<file path="config.mk">
export PLATFORM = sky130hd
export DESIGN_NAME = glob_wildcard_matcher_unit
export DESIGN_NICKNAME = d
export VERILOG_FILES = /design/src/hdl/gwm_pkg.sv /design/src/hdl/gwm_cell.sv /design/src/hdl/glob_wildcard_matcher_unit.sv
export SDC_FILE = /design/constraint.sdc
export NUM_CORES = 1
export LEC_CHECK = 0
export BUFFER_PORTS_ARGS = -buffer_cell sky130_fd_sc_hd__buf_2
export CORE_MARGIN = 8
export CORE_UTILIZATION = 35
export DETAILED_ROUTE_END_ITERATION = 10
export GPL_TIMING_DRIVEN = 0
export MAX_ROUTING_LAYER = met4
export PLACE_DENSITY_LB_ADDON = 0.12
export SYNTH_ARGS = -nofsm -noshare
export SYNTH_HDL_FRONTEND = slang
export SYNTH_SLANG_ARGS = --single-unit
</file>
<file path="constraint.sdc">
create_clock -name aclk -period 4.7 [get_ports aclk]
set_input_delay 0.705 -clock aclk [delete_from_list [all_inputs] [get_ports aclk]]
set_output_delay 0.705 -clock aclk [all_outputs]
set_load 0.02 [all_outputs]
</file>
<file path="src/hdl/gwm_pkg.sv">
`default_nettype none

package gwm_pkg;

    // Fixed by the register layout: sixteen pattern characters in two 64-bit words.
    localparam int MAX_PATTERN_DEF = 16;
    localparam int BYTE_W          = 8;
    localparam int LEN_W           = 5;
    localparam int CFG_DATA_W      = 64;
    localparam int CFG_IDX_W       = 2;
    localparam int CHARS_W         = 2 * CFG_DATA_W;

    localparam logic [BYTE_W-1:0] STAR_CHAR  = 8'h2A;
    localparam logic [BYTE_W-1:0] ANY_CHAR   = 8'h3F;
    localparam logic [BYTE_W-1:0] SLASH_CHAR = 8'h2F;

    localparam logic [CFG_IDX_W-1:0] REG_PATTERN_LENGTH = 2'd0;
    localparam logic [CFG_IDX_W-1:0] REG_CHARS_LOW      = 2'd1;
    localparam logic [CFG_IDX_W-1:0] REG_CHARS_HIGH     = 2'd2;

    // Per-position setup derived from the pattern registers.
    typedef struct packed {
        logic [BYTE_W-1:0] pchar;
        logic              active;   // position lies before the pattern end
        logic              live;     // position lies at or before the pattern end
    } gwm_cell_cfg_t;

    // Signals handed from one position to the next.
    typedef struct packed {
        logic close1;   // star closure over the stored vector
        logic step;     // character consumed by the previous position
        logic close2;   // star closure over the advanced vector
    } gwm_link_t;

    typedef struct packed {
        logic closed1;
        logic closed2;
    } gwm_tap_t;

endpackage

`default_nettype wire

</file>
<file path="src/hdl/gwm_cell.sv">
`default_nettype none

module gwm_cell
    import gwm_pkg::*;
#(
    parameter bit IS_ORIGIN = 1'b0
) (
    input  wire logic              aclk,
    input  wire logic              aresetn,
    input  wire logic              take,
    input  wire logic              last,
    input  wire logic [BYTE_W-1:0] text_byte,
    input  wire gwm_cell_cfg_t     cfg,
    input  wire gwm_link_t         link_in,
    output gwm_link_t              link_out,
    output gwm_tap_t               tap
);

    logic reached_reg;
    logic reached_next;
    logic is_star;
    logic char_hit;
    logic closed1;
    logic step_bit;
    logic closed2;

    always_comb begin
        is_star  = (cfg.pchar == STAR_CHAR);
        char_hit = (cfg.pchar == ANY_CHAR) || (cfg.pchar == text_byte);

        closed1 = cfg.live & (reached_reg | link_in.close1);

        // A star position stays reached while it swallows the byte.
        step_bit = cfg.live & (link_in.step | (closed1 & cfg.active & is_star));
        closed2  = cfg.live & (step_bit | link_in.close2);

        link_out.close1 = closed1 & cfg.active & is_star;
        link_out.step   = closed1 & cfg.active & ~is_star & char_hit;
        link_out.close2 = closed2 & cfg.active & is_star;

        tap.closed1 = closed1;
        tap.closed2 = closed2;

        reached_next = last ? IS_ORIGIN : closed2;
    end

    always_ff @(posedge aclk) begin
        if (!aresetn) begin
            reached_reg <= IS_ORIGIN;
        end else if (take) begin
            reached_reg <= reached_next;
        end
    end

endmodule

`default_nettype wire

</file>
<file path="src/hdl/glob_wildcard_matcher_unit.sv">
`default_nettype none

// Channel   Direction  Payload                              Handshake
// s_        in         tdata[7:0] text_byte, tlast end      s_tvalid / s_tready
// m_        out        tdata[0] matched, [7:1] zero         m_tvalid / m_tready
// cfg_      in         cfg_index register, cfg_data value   cfg_valid / cfg_ready
//
// One item is taken per cycle while s_tready is high; the whole position vector advances on each
// taken item through the row of position cells, whose star-closure ripple sets the critical path.
// A result is registered into the output queue when the item with tlast is taken,
// behind any result still waiting.
// Results wait in a two-entry output queue; s_tready drops only when both entries are full.
// Synchronous active-low reset sets the vector to position zero and clears the pattern registers and the queue count.

module glob_wildcard_matcher_unit
    import gwm_pkg::*;
#(
    parameter int MAX_PATTERN = MAX_PATTERN_DEF
) (
    input  wire logic                  aclk,
    input  wire logic                  aresetn,

    input  wire logic                  s_tvalid,
    output logic                       s_tready,
    input  wire logic [BYTE_W-1:0]     s_tdata,     // [7:0] text_byte
    input  wire logic                  s_tlast,

    output logic                       m_tvalid,
    input  wire logic                  m_tready,
    output logic [BYTE_W-1:0]          m_tdata,     // [0] matched, [7:1] zero

    input  wire logic                  cfg_valid,
    output logic                       cfg_ready,
    input  wire logic [CFG_IDX_W-1:0]  cfg_index,
    input  wire logic [CFG_DATA_W-1:0] cfg_data
);

    localparam int NCELL = MAX_PATTERN + 1;
    localparam int IDX_W = $clog2(NCELL);

    logic [LEN_W-1:0]   len_reg;
    logic [CHARS_W-1:0] chars_reg;
    logic [LEN_W-1:0]   used_len;

    logic               take;
    logic               slash_last;
    logic               result_bit;

    gwm_link_t          links [NCELL+1];
    gwm_tap_t           taps  [NCELL];
    logic [NCELL-1:0]   closed1_vec;
    logic [NCELL-1:0]   closed2_vec;

    logic [1:0]         count_reg;
    logic [1:0]         count_next;
    logic               q0_reg;
    logic               q0_next;
    logic               q1_reg;
    logic               q1_next;
    logic               push;
    logic               pop;

    assign cfg_ready = 1'b1;

    always_ff @(posedge aclk) begin
        if (!aresetn) begin
            len_reg   <= '0;
            chars_reg <= '0;
        end else if (cfg_valid && cfg_ready) begin
            unique case (cfg_index)
                REG_PATTERN_LENGTH: len_reg <= cfg_data[LEN_W-1:0];
                REG_CHARS_LOW:      chars_reg[CFG_DATA_W-1:0] <= cfg_data;
                REG_CHARS_HIGH:     chars_reg[CHARS_W-1:CFG_DATA_W] <= cfg_data;
                default: begin
                end
            endcase
        end
    end

    assign used_len = (len_reg > LEN_W'(MAX_PATTERN)) ? LEN_W'(MAX_PATTERN) : len_reg;

    assign take       = s_tvalid && s_tready;
    assign slash_last = s_tlast && (s_tdata == SLASH_CHAR);

    assign links[0] = '0;

    for (genvar p = 0; p < NCELL; p++) begin : g_cell
        gwm_cell_cfg_t cell_cfg;

        if (p < MAX_PATTERN) begin : g_char
            assign cell_cfg.pchar = chars_reg[p*BYTE_W +: BYTE_W];
        end else begin : g_end
            assign cell_cfg.pchar = '0;
        end
        assign cell_cfg.active = (LEN_W'(p) < used_len);
        assign cell_cfg.live   = (LEN_W'(p) <= used_len);

        gwm_cell #(
            .IS_ORIGIN (p == 0)
        ) u_cell (
            .aclk      (aclk),
            .aresetn   (aresetn),
            .take      (take),
            .last      (s_tlast),
            .text_byte (s_tdata),
            .cfg       (cell_cfg),
            .link_in   (links[p]),
            .link_out  (links[p+1]),
            .tap       (taps[p])
        );

        assign closed1_vec[p] = taps[p].closed1;
        assign closed2_vec[p] = taps[p].closed2;
    end

    // A trailing slash is not consumed, so the stored vector is judged as it stands.
    assign result_bit = slash_last ? closed1_vec[used_len[IDX_W-1:0]]
                                   : closed2_vec[used_len[IDX_W-1:0]];

    assign push = take && s_tlast;
    assign pop  = m_tvalid && m_tready;

    always_comb begin
        count_next = count_reg + {1'b0, push} - {1'b0, pop};
    end

    always_ff @(posedge aclk) begin
        if (!aresetn) begin
            count_reg <= '0;
        end else begin
            count_reg <= count_next;
        end
    end

    always_comb begin
        q0_next = q0_reg;
        q1_next = q1_reg;
        if (pop) begin
            q0_next = q1_reg;
        end
        if (push) begin
            if ((count_reg - {1'b0, pop}) == 2'd0) begin
                q0_next = result_bit;
            end else begin
                q1_next = result_bit;
            end
        end
    end

    always_ff @(posedge aclk) begin
        q0_reg <= q0_next;
        q1_reg <= q1_next;
    end

    assign s_tready = (count_reg != 2'd2);
    assign m_tvalid = (count_reg != 2'd0);
    assign m_tdata  = {{(BYTE_W-1){1'b0}}, q0_reg};

endmodule

`default_nettype wire

</file>
* Yosys cells after proc, flatten, opt, wreduce, memory -nomap -nowiden
Cells that the tools add are included.
Cells by class: reduce and logical (&&, ||, !) cells 27, shift operators 0, $add $sub $neg 3, order comparisons 35, multiply operators 0, divide/modulo/power cells 0, muxes and demuxes 26, equal/unequal tests 52, bitwise operators 211
Operators by type and width (number):
- $eq 8x6->1 const B | 33
- $and 1x1->1 | 147
- $eq 8x8->1 | 16
- $or 1x1->1 | 47
- $le 4x5->1 const A | 8
- $lt 4x5->1 const A | 8
- $mux 1 | 23
- $le 3x5->1 const A | 4
- $lt 3x5->1 const A | 4
- $not 1->1 | 17
- $logic_or 1x1->1 | 16
- $bmux 1 s5 | 2
- $le 1x5->1 const A | 2
- $le 2x5->1 const A | 2
- $lt 1x5->1 const A | 2
- $lt 2x5->1 const A | 2
- $reduce_and 2->1 | 4
- $lt 5x6->1 const B | 1
- $gt 5x5->1 const B | 1
- $le 5x5->1 const A | 1
- $mux 5 | 1
- $logic_and 1x1->1 | 4
- $logic_not 2->1 | 2
- $sub 2x1->2 | 2
- other kinds (5) | 5
Word-level totals: memories 0, RAM bits 0, output and inout port bits 11, input bits 80, bits in latches 0, memory bits (read-only) 0, logic and storage cells 377, register bits after elaboration 154

* Longest topological paths before layout
Gate-level depths: netlist (run 1).
depth after elaboration 79, mapped depth 14, depth with buffers taken out 12

* Cells and area by module
From an unflattened synthesis (run 1), not the netlist that was laid out.
Unflattened totals: cell total of the unflattened synthesis 1229, area total of the unflattened synthesis 10402.5 sq um
Modules (own cells, without submodules):
- glob_wildcard_matcher_unit | sequential area each 2752.6 sq um, area an instance 5831.8 sq um, cells each 702, instances 1
- gwm_cell at g_cell[10].u_cell ... | sequential area each 20.0 sq um, area an instance 269.0 sq um, cells each 31, instances 16
- gwm_cell at g_cell[0].u_cell | sequential area each 20.0 sq um, area an instance 266.5 sq um, cells each 31, instances 1

* Least setup slack after synthesis (run 1)
OpenSTA, ideal clock, no wires.
path kind input port to flip-flop, start input port s_tdata[1], end register q0_reg, setup time 60 ps, path buffers 1, cell stages on the path 13, path slack 1099 ps, data arrival time 3541 ps, required time 4640 ps, cell sequence buf_2 -> xor2_1 -> nor4_1 -> a221oi_1 -> or2_2 -> a31oi_1 -> o31ai_4 -> a31oi_2 -> o21ai_1 -> a211o_1 -> a221oi_2 -> o21a_2 -> a41o_1
On the way: word-level cells in the longest chain between the ends 72, elaborated cells between the ends (all ways) 148, those cells by class 17 x eq/ne; 5 x mux; 109 x bitwise; 17 x reduce/logical
Ends and longest elaborated chain:
- start: declaration | RTL line glob_wildcard_matcher_unit.sv:25 | input wire logic [BYTE_W-1:0] s_tdata,
- $eq 8x8->1 | RTL line gwm_cell.sv:29 | char_hit = (cfg.pchar == ANY_CHAR) || (cfg.pchar == text_byte);
- $logic_or 1x1->1 | RTL line gwm_cell.sv:29
- $and 1x1->1 | RTL line gwm_cell.sv:38 | link_out.step = closed1 & cfg.active & ~is_star & char_hit;
- $or 1x1->1 | RTL line gwm_cell.sv:34 | step_bit = cfg.live & (link_in.step | (closed1 & cfg.active & is_star));
- $and 1x1->1 | RTL line gwm_cell.sv:34
- $or 1x1->1 | RTL line gwm_cell.sv:35 | closed2 = cfg.live & (step_bit | link_in.close2);
- $and 1x1->1 | RTL line gwm_cell.sv:35
- $and 1x1->1 (2 in series) | RTL line gwm_cell.sv:39 | link_out.close2 = closed2 & cfg.active & is_star;
- [57 not listed]
- $and 1x1->1 | RTL line gwm_cell.sv:35
- $bmux 1 s5 | RTL line glob_wildcard_matcher_unit.sv:118 | : closed2_vec[used_len[IDX_W-1:0]];
- $mux 1 (not written as such) | RTL line glob_wildcard_matcher_unit.sv:118
- $mux 1 (*) | RTL line glob_wildcard_matcher_unit.sv:117 | assign result_bit = slash_last ? closed1_vec[used_len[IDX_W-1:0]]
- via result_bit | RTL line glob_wildcard_matcher_unit.sv:47 | logic result_bit;
- $mux 1 (*) | RTL line glob_wildcard_matcher_unit.sv:142 | if ((count_reg - {1'b0, pop}) == 2'd0) begin
- $mux 1 (*) | RTL line glob_wildcard_matcher_unit.sv:141 | if (push) begin
- via q0_next | RTL line glob_wildcard_matcher_unit.sv:57 | logic q0_next;
- end signal: assignment | RTL line glob_wildcard_matcher_unit.sv:151 | q0_reg <= q0_next;
- end: declaration | RTL line glob_wildcard_matcher_unit.sv:56 | logic q0_reg;
The timed path passes the listed nets; every way through them passes the cells marked *. The select of a mux whose other input is x is not followed. A chain may end at the register's enable or synchronous reset.

* Worst setup path after layout (run 1)
start register chars_reg[16], end register q0_reg
On the way: word-level cells in the longest chain between the ends 67, elaborated cells between the ends (all ways) 182, those cells by class 3 x eq/ne; 7 x mux; 171 x bitwise; 1 x reduce/logical
Ends and longest elaborated chain:
- start: declaration | RTL line glob_wildcard_matcher_unit.sv:42 | logic [CHARS_W-1:0] chars_reg;
- start signal: indexed assignment | RTL line glob_wildcard_matcher_unit.sv:72 | REG_CHARS_LOW: chars_reg[CFG_DATA_W-1:0] <= cfg_data;
- start signal: indexed assignment | RTL line glob_wildcard_matcher_unit.sv:73 | REG_CHARS_HIGH: chars_reg[CHARS_W-1:CFG_DATA_W] <= cfg_data;
- $eq 8x6->1 | RTL line gwm_cell.sv:28 | is_star = (cfg.pchar == STAR_CHAR);
- $and 1x1->1 | RTL line gwm_cell.sv:34, gwm_cell.sv:37
- $or 1x1->1 (on tied branches) | RTL line gwm_cell.sv:31, gwm_cell.sv:34
- $and 1x1->1 (on tied branches) | RTL line gwm_cell.sv:31, gwm_cell.sv:34
- $and 1x1->1 / $or 1x1->1 (equally long branches)
- $and 1x1->1 (on tied branches) | RTL line gwm_cell.sv:34, gwm_cell.sv:37, gwm_cell.sv:35
- $or 1x1->1 (tied with other cells) | RTL line gwm_cell.sv:31 | closed1 = cfg.live & (reached_reg | link_in.close1);
- $and 1x1->1 (on tied branches) | RTL line gwm_cell.sv:31, gwm_cell.sv:34, gwm_cell.sv:39
- [53 not listed]
- $and 1x1->1 | RTL line gwm_cell.sv:35
- $bmux 1 s5 | RTL line glob_wildcard_matcher_unit.sv:118
- $mux 1 (not written as such) | RTL line glob_wildcard_matcher_unit.sv:118
- $mux 1 (*) | RTL line glob_wildcard_matcher_unit.sv:117
- via result_bit | RTL line glob_wildcard_matcher_unit.sv:47
- $mux 1 (*) | RTL line glob_wildcard_matcher_unit.sv:142
- $mux 1 (*) | RTL line glob_wildcard_matcher_unit.sv:141
- via q0_next | RTL line glob_wildcard_matcher_unit.sv:57
Marks and branches as above.

==> results of run 1 <==
area by class of cell:
cell class,count,area [um^2]
Fill cell,3086,16900
Multi-Input combinational cell,1056,6520
Sequential cell,154,3090
Tap cell,384,480
Clock buffer,18,439
Buffer,83,389
Timing Repair Buffer,73,365
Clock inverter,13,168
Inverter,17,63.8
worst register-to-register path, delay by kind of cell, from the launching register on:
family | cells | cell delay [ns]
AOI/OAI and AO/OA | 9 | 2.64
and+or+nand+nor | 3 | 1.05
DFF | 1 | 0.35
logic make-up (layout without fill, tap and decap cells):
logic type	Yosys count	count (layout)
compound gates	330	330
buf+inv	100	204
xor+xnor	130	130
simple gates	582	582
flops	154	154
mux	4	4
fa+ha+maj	2	2
other cells	2	8
power breakdown:
group,switching [mW],internal (mW)
logic,0.307,0.196
clock network,0.610,0.852
registers,0.0586,1.36
total,0.976,2.40
per-layer routing:
layer	GRT usage (%)	up-vias	part of all wire (%)
met1	30.5	4657	49
met4	6.56	0	2.1
met5	-	-	0
li1	-	4790	-
met2	33.5	308	45
met3	2.41	39	4.8
worst min-delay path by stage:
stage                              endpoint  cells past startpoint  slack (ns)
3_5_place_dp   g_cell[6].u_cell.reached_reg                      2        0.48
3_3_place_gp   g_cell[6].u_cell.reached_reg                      2        0.47
5_1_grt                       chars_reg[95]                      3        0.51
6_report                      chars_reg[81]                      2        0.49
2_1_floorplan  g_cell[6].u_cell.reached_reg                      2        0.45
4_1_cts        g_cell[6].u_cell.reached_reg                      2        0.49
metrics by stage:
stage / utilization, % / hold slack (ns) / instance area [um^2] / power [mW]
6_report: 40.5 / 0.492 / 11500 / 3.38
4_1_cts: 40.5 / 0.491 / 11500 / 3.40
5_1_grt: 40.5 / 0.512 / 11500 / 3.52
2_1_floorplan: - / 0.450 / 10100 / 1.76
3_5_place_dp: 38.3 / 0.481 / 10900 / 1.95
3_3_place_gp: 38.3 / 0.473 / 10900 / 1.94
cell usage in the layout (no fill, tap or decap), types with 8 or more instances in the layout:
cell type | Yosys | routed
nand2_1 | 317 | 317
dfxtp_1 | 153 | 153
a21boi_0 | 132 | 132
buf_2 | 17 | 90
xnor2_1 | 74 | 74
a21oi_1 | 58 | 58
xor2_1 | 56 | 56
clkbuf_1 | 51 | 51
nor2_1 | 50 | 50
nor3_1 | 30 | 30
o21ai_0 | 28 | 28
nand4_1 | 27 | 27
and2_1 | 19 | 19
nor4_1 | 19 | 19
or3_1 | 18 | 18
nand3_1 | 18 | 18
nor2b_1 | 18 | 18
inv_1 | 17 | 17
clkbuf_16 | 0 | 17
buf_4 | 13 | 13
a31oi_1 | 10 | 10
or2_2 | 8 | 8
and3_1 | 8 | 8
conb_1 | 2 | 8
==> out/metrics.csv, run 1 <==
stage;metric;value;unit
placement;cell count after placement;1767;
layout;synth-to-layout area growth;14.7;%
global_route;first-pass GRT wire length;56.1;mm
clock_network;Root Buffer;clkbuf_16;
worst_setup_path;slowest cell on the critical path;o32ai_2;
synthesis;ys async rst share;0;%
timing;fin crit share;86.8;%
global_route;antenna violations before repair;0;
routing;Via Count;9794;
worst_setup_path;CP cell instances;nor4b_2 -> nand3b_1 -> o32ai_2 -> nand4b_1 -> a211oi_2 -> o21ai_0 -> a31oi_2 -> o21ai_1 -> a211o_1 -> a221oi_2 -> o21a_2 -> a41o_1;
global_route;number of global-route vias before repair;9292;
timing;f_max;245;MHz
synthesis;Cell Area, Synth;10000;um^2
floorplan;Core Region;28500;um^2
synthesis;Post-Syn Area per Cell;7.70;um^2
global_route;global route overflow;0;
worst_setup_path;crit path kind;reg2reg;
floorplan;die outline height;185;um
timing;Max transition margin;2.62;%
floorplan;Cell Rows;62;
worst_setup_path;Worst Setup Start Kind;flop;
placement;port buffer count;73;
worst_setup_path;end of the critical path;q0_reg;
global_route;largest net degree at the start of global routing;17;
global_route;GRT Total Usage;22.1;%
floorplan;I/O pins;91;
worst_setup_path;Crit path largest cell delay;0.56;ns
routing;drt pass-1 iters;5;
routing;Routed WL;36.8;mm
timing;RSZ-0062 raised after global routing;false;
routing;DRT iter0 DRCs;910;
power;pwr dens;293;nW/um^2
worst_setup_path;crit-path leading delay family;compound AO/OA/AOI/OAI gates;
synthesis;Synth area leader;dfxtp_1;
placement;RePlAce Congestion;0.979;
layout;fin nets;1484;
synthesis;#FFs+latches synth;154;
timing;Final Hold Violating Endpoints;0;
routing;Routed Antenna Nets;0;
clock_network;clk slew on worst S/H paths;0.07;ns
clock_network;clock tree buffer depth;2;
timing;fin crit period;4.08;ns
layout;Non-Filler Instances;1798;
floorplan;Starting Density;35.3;%
power;VDD IR max;0.000215;V
worst_setup_path;CP Depth;12;
synthesis;Synth top cells by count;nand2_1, dfxtp_1, a21boi_0, xnor2_1, a21oi_1;
synthesis;largest family of logic cells by synthesized area;simple AND/OR/NAND/NOR gates;
timing;# setup viols final;0;
placement;dpl hpwl;27.9;mm
routing;DR vias/cell;5.45;
worst_setup_path;Worst R2R Path Depth;12;
worst_setup_path;CP Buf/Inv Count;0;
synthesis;count leader, synth;nand2_1;
worst_setup_path;RR Endpoint;q0_reg;
routing;wire per inst;20.5;um
min_path;hold path start;chars_reg[81];
synthesis;post-synthesis sequential area ratio;30.8;%
synthesis;Yosys top cell area share;30.5;%
floorplan;Die Area;34400;um^2
run;MaxCap Viol Count;0;
worst_setup_path;Req. time, crit path;5.08;ns
clock_network;Post-CTS Setup Bufs;0;
clock_network;Num CTS Buffers;17;
worst_setup_path;Worst setup EP type;flop;
worst_setup_path;Arr. time, crit path;4.46;ns
layout;layout cells sized above 1;12.8;%
timing;clock skew;0.00881;ns
worst_setup_path;Crit. Startpoint;chars_reg[16];
synthesis;Post-Synth XOR/XNOR Area;11.3;%
synthesis;Synth Area in Adders;0.249;%
timing;Worst Tran Pin Value;1.46;ns
clock_network;CTS tree;done;
timing;TNS Setup;0;ns
clock_network;CTS hold repair buffers;0;
layout;max reg flops;128;
synthesis;mux contribution to synthesized area;0.411;%
power;Leak Pwr;3.95;nW
synthesis;Synthesis Warnings;0;
clock_network;CTS resizes;0;
placement;pre-CTS setup slack;0.408;ns
clock_network;H-tree levels;4;
synthesis;Post-Synthesis Cells;1304;
routing;drt drc;0;
clock_network;sinks on the clock net;154;
synthesis;simple-gate share of the synthesized area;28.1;%
clock_network;Worst-Skew Late Latency;0.44;ns
synthesis;Top FF cell, synth;dfxtp_1;
timing;final worst slack;0.622;ns
synthesis;Compound-Gate Fraction of Synth Area;24.5;%
run_status;status;finished, final reports clean;
floorplan;Chip Width;185;um
synthesis;Post-synth EDFFs;1;
timing;Slew Limit Fails;0;
min_path;Tightest Hold Check Type;reg2reg;
layout;n_diodes;0;
worst_setup_path;Worst R2R Setup Slack;0.62;ns
synthesis;synth unique cells;97;
worst_setup_path;R2R Path Start;chars_reg[16];
synthesis;synth top area cells;dfxtp_1, nand2_1, a21boi_0, xnor2_1, xor2_1;
worst_setup_path;CP max FO;7;
Note: power is estimated with default switching activity, not from simulation.
==> run 2: changes to the inputs <==
Settings changed: SYNTH_HIERARCHICAL from default to 1.
==> run 2 against run 1 <==
Largest cell class unchanged. Combinational power grew 19%. Critical path depth grew 32. Non-clock buffer count grew 133. Setup slack lost 4.7 ns. The flow now finishes with violations (setup timing). Largest power group is now registers. Register-to-register slack lost 4.7 ns. Count of clock-buffer cells in the layout grew 1. Design area grew 13%.
==> out/metrics.csv, run 2 <==
stage;metric;value;unit;change
layout;synth-to-layout area growth;26.6;%;
timing;final worst slack;-4.05;ns;-4.67 ns
clock_network;clk slew on worst S/H paths;0.07;ns;about the same
timing;Worst Tran Pin Value;1.23;ns;-0.230 ns
power;Leak Pwr;4.97;nW;+26%
worst_setup_path;Req. time, crit path;4.87;ns;-0.21 ns
placement;dpl hpwl;25.2;mm;-9.8%
worst_setup_path;Crit path largest cell delay;0.36;ns;-0.20 ns
routing;Routed WL;36.3;mm;-1.5%
routing;DR vias/cell;5.06;;-7.1%
placement;cell count after placement;1697;;-4.0%
timing;f_max;114;MHz;-53%
timing;Slew Limit Fails;0;;unchanged
floorplan;Chip Width;187;um;+1.0%
timing;Hold Slack;0.479;ns;-0.0134 ns
power;pwr dens;260;nW/um^2;-11%
timing;RSZ-0062 raised after global routing;true;;
global_route;grt peak-use layer;met2;;
layout;commonest non-fill, non-tap cell in the layout;nand2_1;;
timing;fin crit share;186;%;+99 points
floorplan;die outline height;187;um;+1.0%
floorplan;Die Area;35100;um^2;+2.1%
worst_setup_path;Worst setup EP type;flop;;
global_route;met1 usage;25.9;%;-4.6 points
routing;Routed Antenna Nets;0;;unchanged
global_route;number of global-route vias before repair;9334;;+0.45%
synthesis;Cell Area, Synth;10300;um^2;+2.3%
routing;wire per inst;19.7;um;-3.6%
placement;RePlAce Congestion;0.821;;-16%
synthesis;Synthesis Warnings;6;;+6
layout;cell area after layout;13000;um^2;+13%
global_route;first-pass GRT wire length;55.7;mm;-0.66%
global_route;GRT Total Usage;21.1;%;-1.0 points
routing;DRT iter0 DRCs;565;;-38%
worst_setup_path;Arr. time, crit path;8.92;ns;+4.46 ns
global_route;antenna violations before repair;0;;unchanged
global_route;global route overflow;0;;unchanged
min_path;Tightest Hold Check Type;reg2reg;;
clock_network;Root Buffer;clkbuf_16;;
synthesis;Post-Syn Area per Cell;8.48;um^2;+10%
routing;drt pass-1 iters;5;;unchanged
power;VDD IR max;0.000189;V;-12%
floorplan;I/O pins;91;;unchanged
routing;drt drc;0;;unchanged
placement;pre-CTS setup slack;-6.02;ns;-6.43 ns
placement;port buffer count;82;;+12%
routing;Via Count;9296;;-5.1%
clock_network;Worst-Skew Late Latency;0.44;ns;about the same
worst_setup_path;CP max FO;3;;-4
timing;clock skew;0.0106;ns;+0.00179 ns
clock_network;sinks on the clock net;154;;unchanged
synthesis;Post-Synthesis Cells;1211;;-7.1%
worst_setup_path;Worst Setup Start Kind;flop;;
layout;layout cells sized above 1;27.9;%;+15 points
layout;Non-Filler Instances;1837;;+2.2%
run_status;failing checks;setup timing;;
worst_setup_path;crit path kind;reg2reg;;
floorplan;Starting Density;35.7;%;+0.41 points
timing;# setup viols final;12;;+12
clock_network;Num CTS Buffers;17;;unchanged
placement;Post-DP Area;11400;um^2;+4.7%
clock_network;H-tree levels;4;;unchanged
floorplan;Core Region;28800;um^2;+1.1%
layout;commonest cells after routing, fill and taps aside;nand2_1, dfxtp_1, buf_4;;
floorplan;Cell Rows;62;;unchanged
layout;number of fill cells;2952;;-4.3%
timing;fin crit period;8.75;ns;+4.67 ns
run_status;status;finished with violations;;
clock_network;clock tree buffer depth;2;;unchanged
global_route;M2 GR Usage;34.0;%;+0.54 points
layout;fin nets;1523;;+2.6%
global_route;GR Util met3;2.98;%;+0.57 points
min_path;hold path start;chars_reg[119];;
global_route;largest net degree at the start of global routing;36;;+19
worst_setup_path;R2R Path Start;len_reg[4];;
clock_network;CTS tree;done;;
timing;Max transition margin;18.3;%;+16 points
run;MaxCap Viol Count;0;;unchanged
layout;max reg flops;128;;unchanged
worst_setup_path;slowest cell on the critical path;dfxtp_4;;
layout;n_diodes;0;;unchanged
worst_setup_path;Crit. Startpoint;len_reg[4];;
timing;Final Hold Violating Endpoints;0;;unchanged
worst_setup_path;CP dominant cell by count;o31a_4;;
run 2: worst paths after layout:
check | to | slack (ns) | cells after the start
hold / removal | chars_reg[119] | 0.48 | 2
setup reg to reg | q1_reg | -4.05 | 44
hold reg to reg | chars_reg[119] | 0.48 | 2
setup / recovery | q1_reg | -4.05 | 44
run 2: report_power, final:
part,total [mW],internal (mW),switching (mW)
Sequential,1.42,1.36,0.0615
Combinational,0.599,0.248,0.351
Clock,1.37,0.747,0.619
Total,3.38,2.35,1.03
run 2: timing repair:
action	in CTS	in global routing
hold buffers	0	0
setup endpoints to repair	13	13
pin swaps	49	33
hold endpoints to repair	0	0
setup buffers	89	31
gates resized for setup	40	34
run 2: layout make-up:
type	count	area (um^2)	area share (%)
Sequential cell	154	3110	23.9
Clock inverter	12	115	0.885
Timing Repair Buffer	195	1340	10.3
Multi-Input combinational cell	940	6810	52.3
Tap cell	384	480	3.69
Clock buffer	19	443	3.41
Inverter	39	149	1.15
Buffer	94	559	4.30
run 2: routing by layer:
metal | routed length, um | vias up
met4 | 1460 | 0
met2 | 17000 | 206
met3 | 1260 | 66
li1 | - | 4564
met1 | 16600 | 4460
met5 | 0 | -
run 2: worst max-delay path: cells and delay by family (launching register included):
family                 cells  cell delay (ns)
AOI/OAI and AO/OA         19             5.16
and+or+nand+nor           22             2.61
DFF                        1             0.36
buffers and inverters      3             0.30
run 2: stage by stage:
step / total power, mW / TNS (ns) / util [%]
detailed placement: 2.03 / -45.17 / 39.7
global placement: 2.02 / -45.24 / 39.7
global route: 3.53 / -31.55 / 45.2
CTS: 3.41 / -29.54 / 44.4
floorplan: 1.81 / -23.58 / -
finish: 3.38 / -27.92 / 45.2
==> run 3: changes to the inputs <==
Settings changed: BUFFER_PORTS_ARGS -buffer_cell sky130_fd_sc_hd__buf_2 to default, DONT_BUFFER_PORTS from default to 1.
==> run 3 against run 2 <==
The flow still finishes with violations (setup timing). Via count shrank 4.6%. Setup slack worse by 0.40 ns. Count of clock-buffer cells in the layout up 2. Clock skew shrank 0.00054 ns. Power increased by 2.7%. Cell count fell by 5.5%. First-iteration DRC count down 24%. Fmax is 4.4% lower. Critical path type unchanged. Highest routed layer unchanged.
==> out/metrics.csv, run 3 (synthesized netlist as in run 2, its figures left out) <==
stage;metric;value;unit;change
timing;Slew Limit Fails;0;;unchanged
clock_network;CTS hold repair buffers;0;;unchanged
worst_setup_path;CP dominant cell by count;o31a_4;;
routing;DR vias/cell;5.11;;+0.98%
placement;port buffer count;0;;-100%
timing;TNS Setup;-30.66;ns;-2.74 ns
power;Final Power;3.48;mW;+2.7%
layout;Register Area;3110;um^2;about the same
routing;DRT iter0 DRCs;427;;-24%
floorplan;Die Area;35100;um^2;unchanged
layout;number of fill cells;2909;;-1.5%
timing;Final Hold Violating Endpoints;0;;unchanged
placement;dpl hpwl;25.0;mm;-0.59%
routing;drt drc;0;;unchanged
worst_setup_path;Worst R2R Setup Slack;-4.45;ns;-0.40 ns
routing;Routed Antenna Nets;0;;unchanged
routing;Via Count;8871;;-4.6%
layout;cell area after layout;12500;um^2;-3.7%
timing;RSZ-0062 raised after global routing;true;;
layout;fin nets;1424;;-6.5%
global_route;GRT Total Usage;20.4;%;-0.66 points
run_status;failing checks;setup timing;;
run_status;status;finished with violations;;
layout;layout cells sized above 1;22.3;%;-5.6 points
placement;RePlAce Congestion;0.812;;-1.1%
layout;synth-to-layout area growth;21.9;%;
worst_setup_path;Worst Setup Start Kind;flop;;
floorplan;Core Region;28800;um^2;unchanged
clock_network;Root Buffer;clkbuf_16;;
clock_network;clock tree buffer depth;2;;unchanged
timing;fin crit share;195;%;+8.6 points
power;Leak Pwr;4.63;nW;-6.9%
clock_network;Worst-Skew Late Latency;0.43;ns;about the same
worst_setup_path;slowest cell on the critical path;o31a_4;;
global_route;number of global-route vias before repair;8713;;-6.7%
worst_setup_path;Crit. Startpoint;len_reg[3];;
timing;clock skew;0.0101;ns;-0.000543 ns
worst_setup_path;end of the critical path;q1_reg;;
floorplan;die outline height;187;um;unchanged
layout;commonest cells after routing, fill and taps aside;nand2_1, dfxtp_1, xnor2_1;;
routing;drt pass-1 iters;7;;+2
timing;final worst slack;-4.45;ns;-0.403 ns
worst_setup_path;Arr. time, crit path;9.31;ns;+0.39 ns
clock_network;CTS tree;done;;
worst_setup_path;crit path kind;reg2reg;;
global_route;grt peak-use layer;met2;;
floorplan;Cell Rows;62;;unchanged
clock_network;H-tree levels;4;;unchanged
timing;Hold Slack;0.361;ns;-0.118 ns
run;MaxCap Viol Count;0;;unchanged
global_route;antenna violations before repair;0;;unchanged
worst_setup_path;Req. time, crit path;4.86;ns;about the same
timing;Max transition margin;19.8;%;+1.5 points
worst_setup_path;R2R Path Start;len_reg[3];;
global_route;met1 usage;26.0;%;+0.097 points
global_route;largest net degree at the start of global routing;36;;unchanged
timing;Worst Tran Pin Value;1.20;ns;-0.0224 ns
power;pwr dens;277;nW/um^2;+6.7%
routing;Routed WL;34.9;mm;-3.8%
timing;f_max;109;MHz;-4.4%
layout;area occupied by multi-input gates;6800;um^2;about the same
global_route;GR Util met3;2.76;%;-0.22 points
timing;fin crit period;9.15;ns;+0.403 ns
floorplan;Starting Density;35.7;%;unchanged
layout;max reg flops;128;;unchanged
layout;n_diodes;0;;unchanged
worst_setup_path;RR Endpoint;q1_reg;;
floorplan;I/O pins;91;;unchanged
timing;# setup viols final;12;;unchanged
clock_network;clk slew on worst S/H paths;0.07;ns;about the same
routing;wire per inst;20.1;um;+1.8%
placement;Post-DP Area;11000;um^2;-3.6%
power;VDD IR max;0.000224;V;+19%
worst_setup_path;CP max FO;4;;+1
min_path;Tightest Hold Check Type;in2reg;;
clock_network;Num CTS Buffers;17;;unchanged
layout;commonest non-fill, non-tap cell in the layout;nand2_1;;
floorplan;Chip Width;187;um;unchanged
worst_setup_path;Worst R2R Path Depth;44;;unchanged
global_route;first-pass GRT wire length;53.8;mm;-3.5%
clock_network;sinks on the clock net;154;;unchanged
global_route;global route overflow;0;;unchanged
worst_setup_path;Crit path largest cell delay;0.34;ns;-0.02 ns
global_route;M2 GR Usage;33.6;%;-0.43 points
worst_setup_path;Worst setup EP type;flop;;
[run 3: changes by cell type in the layout (fill, tap and decap cells not counted), sizes merged]
cell	before	now
bufinv	1	6
clkbuf	69	64
inv	44	39
buf	239	147
clkinvlp	4	1
clkinv	2	1
[run 3: per-stage QoR]
step,std cells,utilization [%],setup slack [ns]
2_1_floorplan,1231,-,-3.71
3_3_place_gp,1615,38.3,-6.16
3_5_place_dp,1615,38.3,-6.11
4_1_cts,1721,43.0,-4.31
5_1_grt,1736,43.5,-4.80
6_report,1736,43.5,-4.45
[run 3: power by group]
group	leakage [nW]	internal, mW	switching, mW
Combinational	3.06	0.220	0.264
Sequential	1.26	1.36	0.0601
Clock	0.315	1.02	0.559
Total	4.63	2.59	0.884
[run 3: cell type report]
class / instances / share of cell area [%]
Clock buffer: 21 / 3.68
Tap cell: 384 / 3.84
Multi-Input combinational cell: 940 / 54.3
Buffer: 96 / 4.63
Inverter: 39 / 1.19
Clock inverter: 8 / 1.54
Timing Repair Buffer: 94 / 6.02
Sequential cell: 154 / 24.8
[run 3: worst max-delay path: cells and delay by family, from the launching register on]
family	cells	cell delay, ns
AO/OA/AOI/OAI	19	5.54
buffers and inverters	4	0.44
flip-flops	1	0.31
AND/OR/NAND/NOR	21	2.55
[run 3: how the worst min path moves through the flow]
stage / cells after the start / end / slack [ns] / startpoint
after CTS: 1 / g_cell[0].u_cell/reached_reg / 0.34 / aresetn
after global routing: 1 / g_cell[0].u_cell/reached_reg / 0.35 / aresetn
after global placement: 2 / chars_reg[119] / 0.47 / chars_reg[119]
after floorplan: 2 / chars_reg[103] / 0.46 / chars_reg[103]
after detailed placement: 2 / chars_reg[6] / 0.47 / chars_reg[6]
final: 1 / g_cell[0].u_cell/reached_reg / 0.36 / aresetn
[run 3: repair_timing]
item	in CTS	in global routing
gates cloned	0	0
pin swaps	54	44
resized for setup	41	14
endpoints found under the setup margin	13	13
setup buffers	78	22
[run 3: layer usage]
layer | wire (um) | vias to the layer above
li1 | - | 4354
met1 | 16200 | 4314
met2 | 16600 | 166
met3 | 1350 | 37
met4 | 684 | 0
met5 | 0 | -
